<file path="src/gn3d_ram.sv">
// ----------------------------------------------------------------------------
// gn3d_ram
// Generic RAM: one write port, two read ports with registered read data.
// ----------------------------------------------------------------------------
module gn3d_ram #(
    parameter int WIDTH = 8,
    parameter int DEPTH = 256
) (
    input  logic                     clk,
    input  logic                     we,
    input  logic [$clog2(DEPTH)-1:0] waddr,
    input  logic [WIDTH-1:0]         wdata,
    input  logic                     re,
    input  logic [$clog2(DEPTH)-1:0] raddr_a,
    input  logic [$clog2(DEPTH)-1:0] raddr_b,
    output logic [WIDTH-1:0]         rdata_a,
    output logic [WIDTH-1:0]         rdata_b
);

    logic [WIDTH-1:0] mem [DEPTH];

    always_ff @(posedge clk)
    begin
        if (we)
        begin
            mem[waddr] <= wdata;
        end
        if (re)
        begin
            rdata_a <= mem[raddr_a];
            rdata_b <= mem[raddr_b];
        end
    end

endmodule
</file>
<file path="config.mk">
export PLATFORM = sky130hd
export DESIGN_NAME = gn3d_ram
export DESIGN_NICKNAME = d
export VERILOG_FILES = /design/src/gn3d_ram.sv
export SDC_FILE = /design/constraint.sdc
export NUM_CORES = 2
export LEC_CHECK = 0
export BUFFER_PORTS_ARGS = -buffer_cell sky130_fd_sc_hd__buf_4
export CORE_UTILIZATION = 30
export CTS_CLUSTER_DIAMETER = 30
export DETAILED_ROUTE_END_ITERATION = 8
export RECOVER_POWER = 100
export SYNTH_ARGS = -nofsm -noshare
export SYNTH_HDL_FRONTEND = slang
export SYNTH_SLANG_ARGS = --single-unit
</file>
<file path="constraint.sdc">
create_clock -name clk -period 2.35 [get_ports clk]
set_input_delay 0.3525 -clock clk [delete_from_list [all_inputs] [get_ports clk]]
set_output_delay 0.3525 -clock clk [all_outputs]
set_load 0.005 [all_outputs]
</file>
==> results.sh <==
export IMPL_fill_cells=29300
export IMPL_grt_max_degree=96
export IMPL_cts_max_path_buffers=4
export IMPL_placed_cells=9940
export IMPL_start_kind="input port"
export IMPL_finalHoldViolations=0
export IMPL_fin_cells=10700
export IMPL_synth_seq_cells=2064
export IMPL_cts_tree="done"
export IMPL_htree_levels=5
export IMPL_synth_top_area_frac=0.638
export IMPL_yosysMostFrequentCell="edfxtp_1"
export IMPL_track_usage=0.200
export IMPL_syn_area_um2=97100
export IMPL_fmax_ghz=0.385
export IMPL_drc=0
export IMPL_syn_inst=4847
export IMPL_wire_per_inst_um=30.9
export IMPL_root_buffer="clkbuf_16"
export IMPL_port_buffers=50
export IMPL_cp_max_fo=11
export IMPL_area_growth_pct=27.6
export IMPL_period_minus_slack_ns=2.60
export IMPL_rows=208
export IMPL_fin_skew_ns=0.0654
export IMPL_postLayoutCellArea_um2=124000
export IMPL_ys_seq_area_frac=0.638
export IMPL_syn_nets=4882
export IMPL_cap_viol_max_count=7
export IMPL_clk_pin_slew_ns=0.05
export IMPL_r2r_slack_ns=-0.25
export IMPL_synth_commonest_cells="edfxtp_1 (2,064), mux4_2 (1,051), nor2_1 (298)"
export IMPL_power_density_nw_per_um2=871
export IMPL_numCtsBuffers=414
export IMPL_multi_input_area_um2=33000
export IMPL_yosys_area_top_type="edfxtp_1"
export IMPL_synth_avg_cell_area_um2=20.0
export IMPL_hpwl_um=232000
export IMPL_crit_arrival_ns=3.20
export IMPL_synth_edff_count=2064
export IMPL_seqCellArea_um2=62000
export IMPL_vias=59500
export IMPL_peakVddDrop_mv=0.706
export IMPL_grt_pass1_wl_um=464000
export IMPL_pin_count=51
export IMPL_slew_headroom=-0.424
export IMPL_ys_warn_count=0
export IMPL_fin_crit_sh=1.11
export IMPL_violations="capacitance limit, slew limit, setup timing"
export IMPL_die_x_um=571
export IMPL_setup_viol=225
export IMPL_grt_pass1_vias=61400
export IMPL_coreArea_um2=322000
export IMPL_status="complete, but fails checks"
export IMPL_ys_types=64
export IMPL_routed_wl_um=331000
export IMPL_worst_slew_pin_transition_ns=2.14
export IMPL_end_kind="register"
export IMPL_die_area_um2=326000
export IMPL_setup_ws_ns=-0.248
export IMPL_final_antenna_net_count=0
export IMPL_final_layout_size_suffix_gt1_frac=0.442
export IMPL_drt_initial_drc_count=7259
export IMPL_gp_congestion=0.960
export IMPL_synth_area_leaders="edfxtp_1 (64%), mux4_2 (24%), mux2i_1 (2.4%)"
export IMPL_place_area_um2=111000
export IMPL_start_util=0.302
export IMPL_path_class="in2reg"
export IMPL_fin_nets=6093
export IMPL_numClockSinks=2064
export IMPL_slew_viol_final=330
export IMPL_fp_dieH_um=571
export IMPL_via_per_inst=5.55
export IMPL_gr_total_overflow=0
export IMPL_worstHoldPathType="in2reg"
export IMPL_async_reset_ff_frac=0
export IMPL_synth_flop_cell="edfxtp_1"
export IMPL_dr_pass1_iters=6
export IMPL_clk_latency_ns=0.91
export IMPL_antenna_found_initial=25
export IMPL_rsz0062_at_grt="true"
export IMPL_crit_required_ns=2.96
export IMPL_leakagePower_nw=40.8
[routing by layer]
| layer | wire length (µm) | track usage | up-vias |
|---|---|---|---|
| met1 | 124000 | 0.256 | 31600 |
| li1 | - | - | 23700 |
| met5 | 108 | 0 | - |
| met2 | 155000 | 0.317 | 3406 |
| met3 | 31800 | 0.0429 | 775 |
| met4 | 20000 | 0.109 | 14 |
[layout by cell type, fill, tap and decap left out, types with 34 or more instances in the layout]
master and count:
a21oi_1 72, a22oi_1 53, buf_12 121, buf_4 653, bufinv_16 50, clkbuf_1 259
clkbuf_16 417, clkbuf_2 148, clkinv_1 44, clkinv_2 51, clkinv_4 36, clkinvlp_4 57
edfxtp_1 2064, inv_6 34, mux2_2 37, mux2i_1 236, mux4_2 1051, nand2_1 108
nand3_1 46, nor2_1 297, o221ai_1 64, o22ai_1 46
[worst max-delay path, cell delays in order]
cell      delay [ns]
buf_12          0.19
buf_12          0.18
buf_12          0.17
buf_4           0.23
buf_4           0.20
mux4_2          0.51
mux4_2          0.56
a211oi_4        0.62
nor4_2          0.13
[path summary, 6_finish.rpt]
check,from,to,depth (start not counted)
max,raddr_a[0],rdata_a[4],9
min,waddr[4],mem[180][4],4
max reg2reg,mem[181][4],rdata_a[4],6
min reg2reg,mem[189][7],rdata_b[7],4
[kinds of logic (layout without fill, tap and decap cells)]
logic type	after synthesis	count (layout)	synth area share
AOI/OAI and AO/OA	466	466	0.0353
buffers and inverters	401	1952	0.0273
DFF	2064	2064	0.638
muxes	1325	1325	0.272
other	0	16	0
and+or+nand+nor	591	591	0.0269
[area by class of cell]
class / instances / share of cell area
tap: 4305 / 0.0435
clock buffer: 458 / 0.0854
inverter: 6 / 0.000212
multi-input combinational: 2382 / 0.267
clock inverter: 298 / 0.0279
timing repair buffer: 1190 / 0.0758
sequential: 2064 / 0.500
antenna: 16 / 0.000323
[power breakdown]
group	internal (mW)	leakage, nW	total [mW]	switching [mW]
sequential	40.8	18.6	40.9	0.148
clock	38.2	6.70	58.7	20.5
combinational	3.60	15.5	8.28	4.68
total	82.6	40.8	108	25.3
[flip-flops by register name (all words and copies together), names as in the netlist]
signal   count
mem       2048
rdata_a      8
rdata_b      8
[stage by stage]
step	total power, mW	setup slack, ns	hold WS, ns	TNS, ns	util
finish	108	-0.248	0.148	-14.43	0.385
global placement	49.6	-1.94	0.782	-17.23	0.345
CTS	108	-0.228	0.0184	-1.44	0.390
global route	110	-0.273	0.161	-33.87	0.385
floorplan	45.5	-0.0565	0.451	-0.458	-
detailed placement	49.7	-1.42	0.797	-16.73	0.345
[repair_timing]
action                                  CTS  global route
resized for setup                       104            27
hold buffers                              5             0
setup buffers                             7             0
hold endpoints to repair                127             0
cloned                                    0             0
pin swaps                                24            14
endpoints found under the setup margin   16            15
No activity file was read; power rests on OpenSTA's default activity.
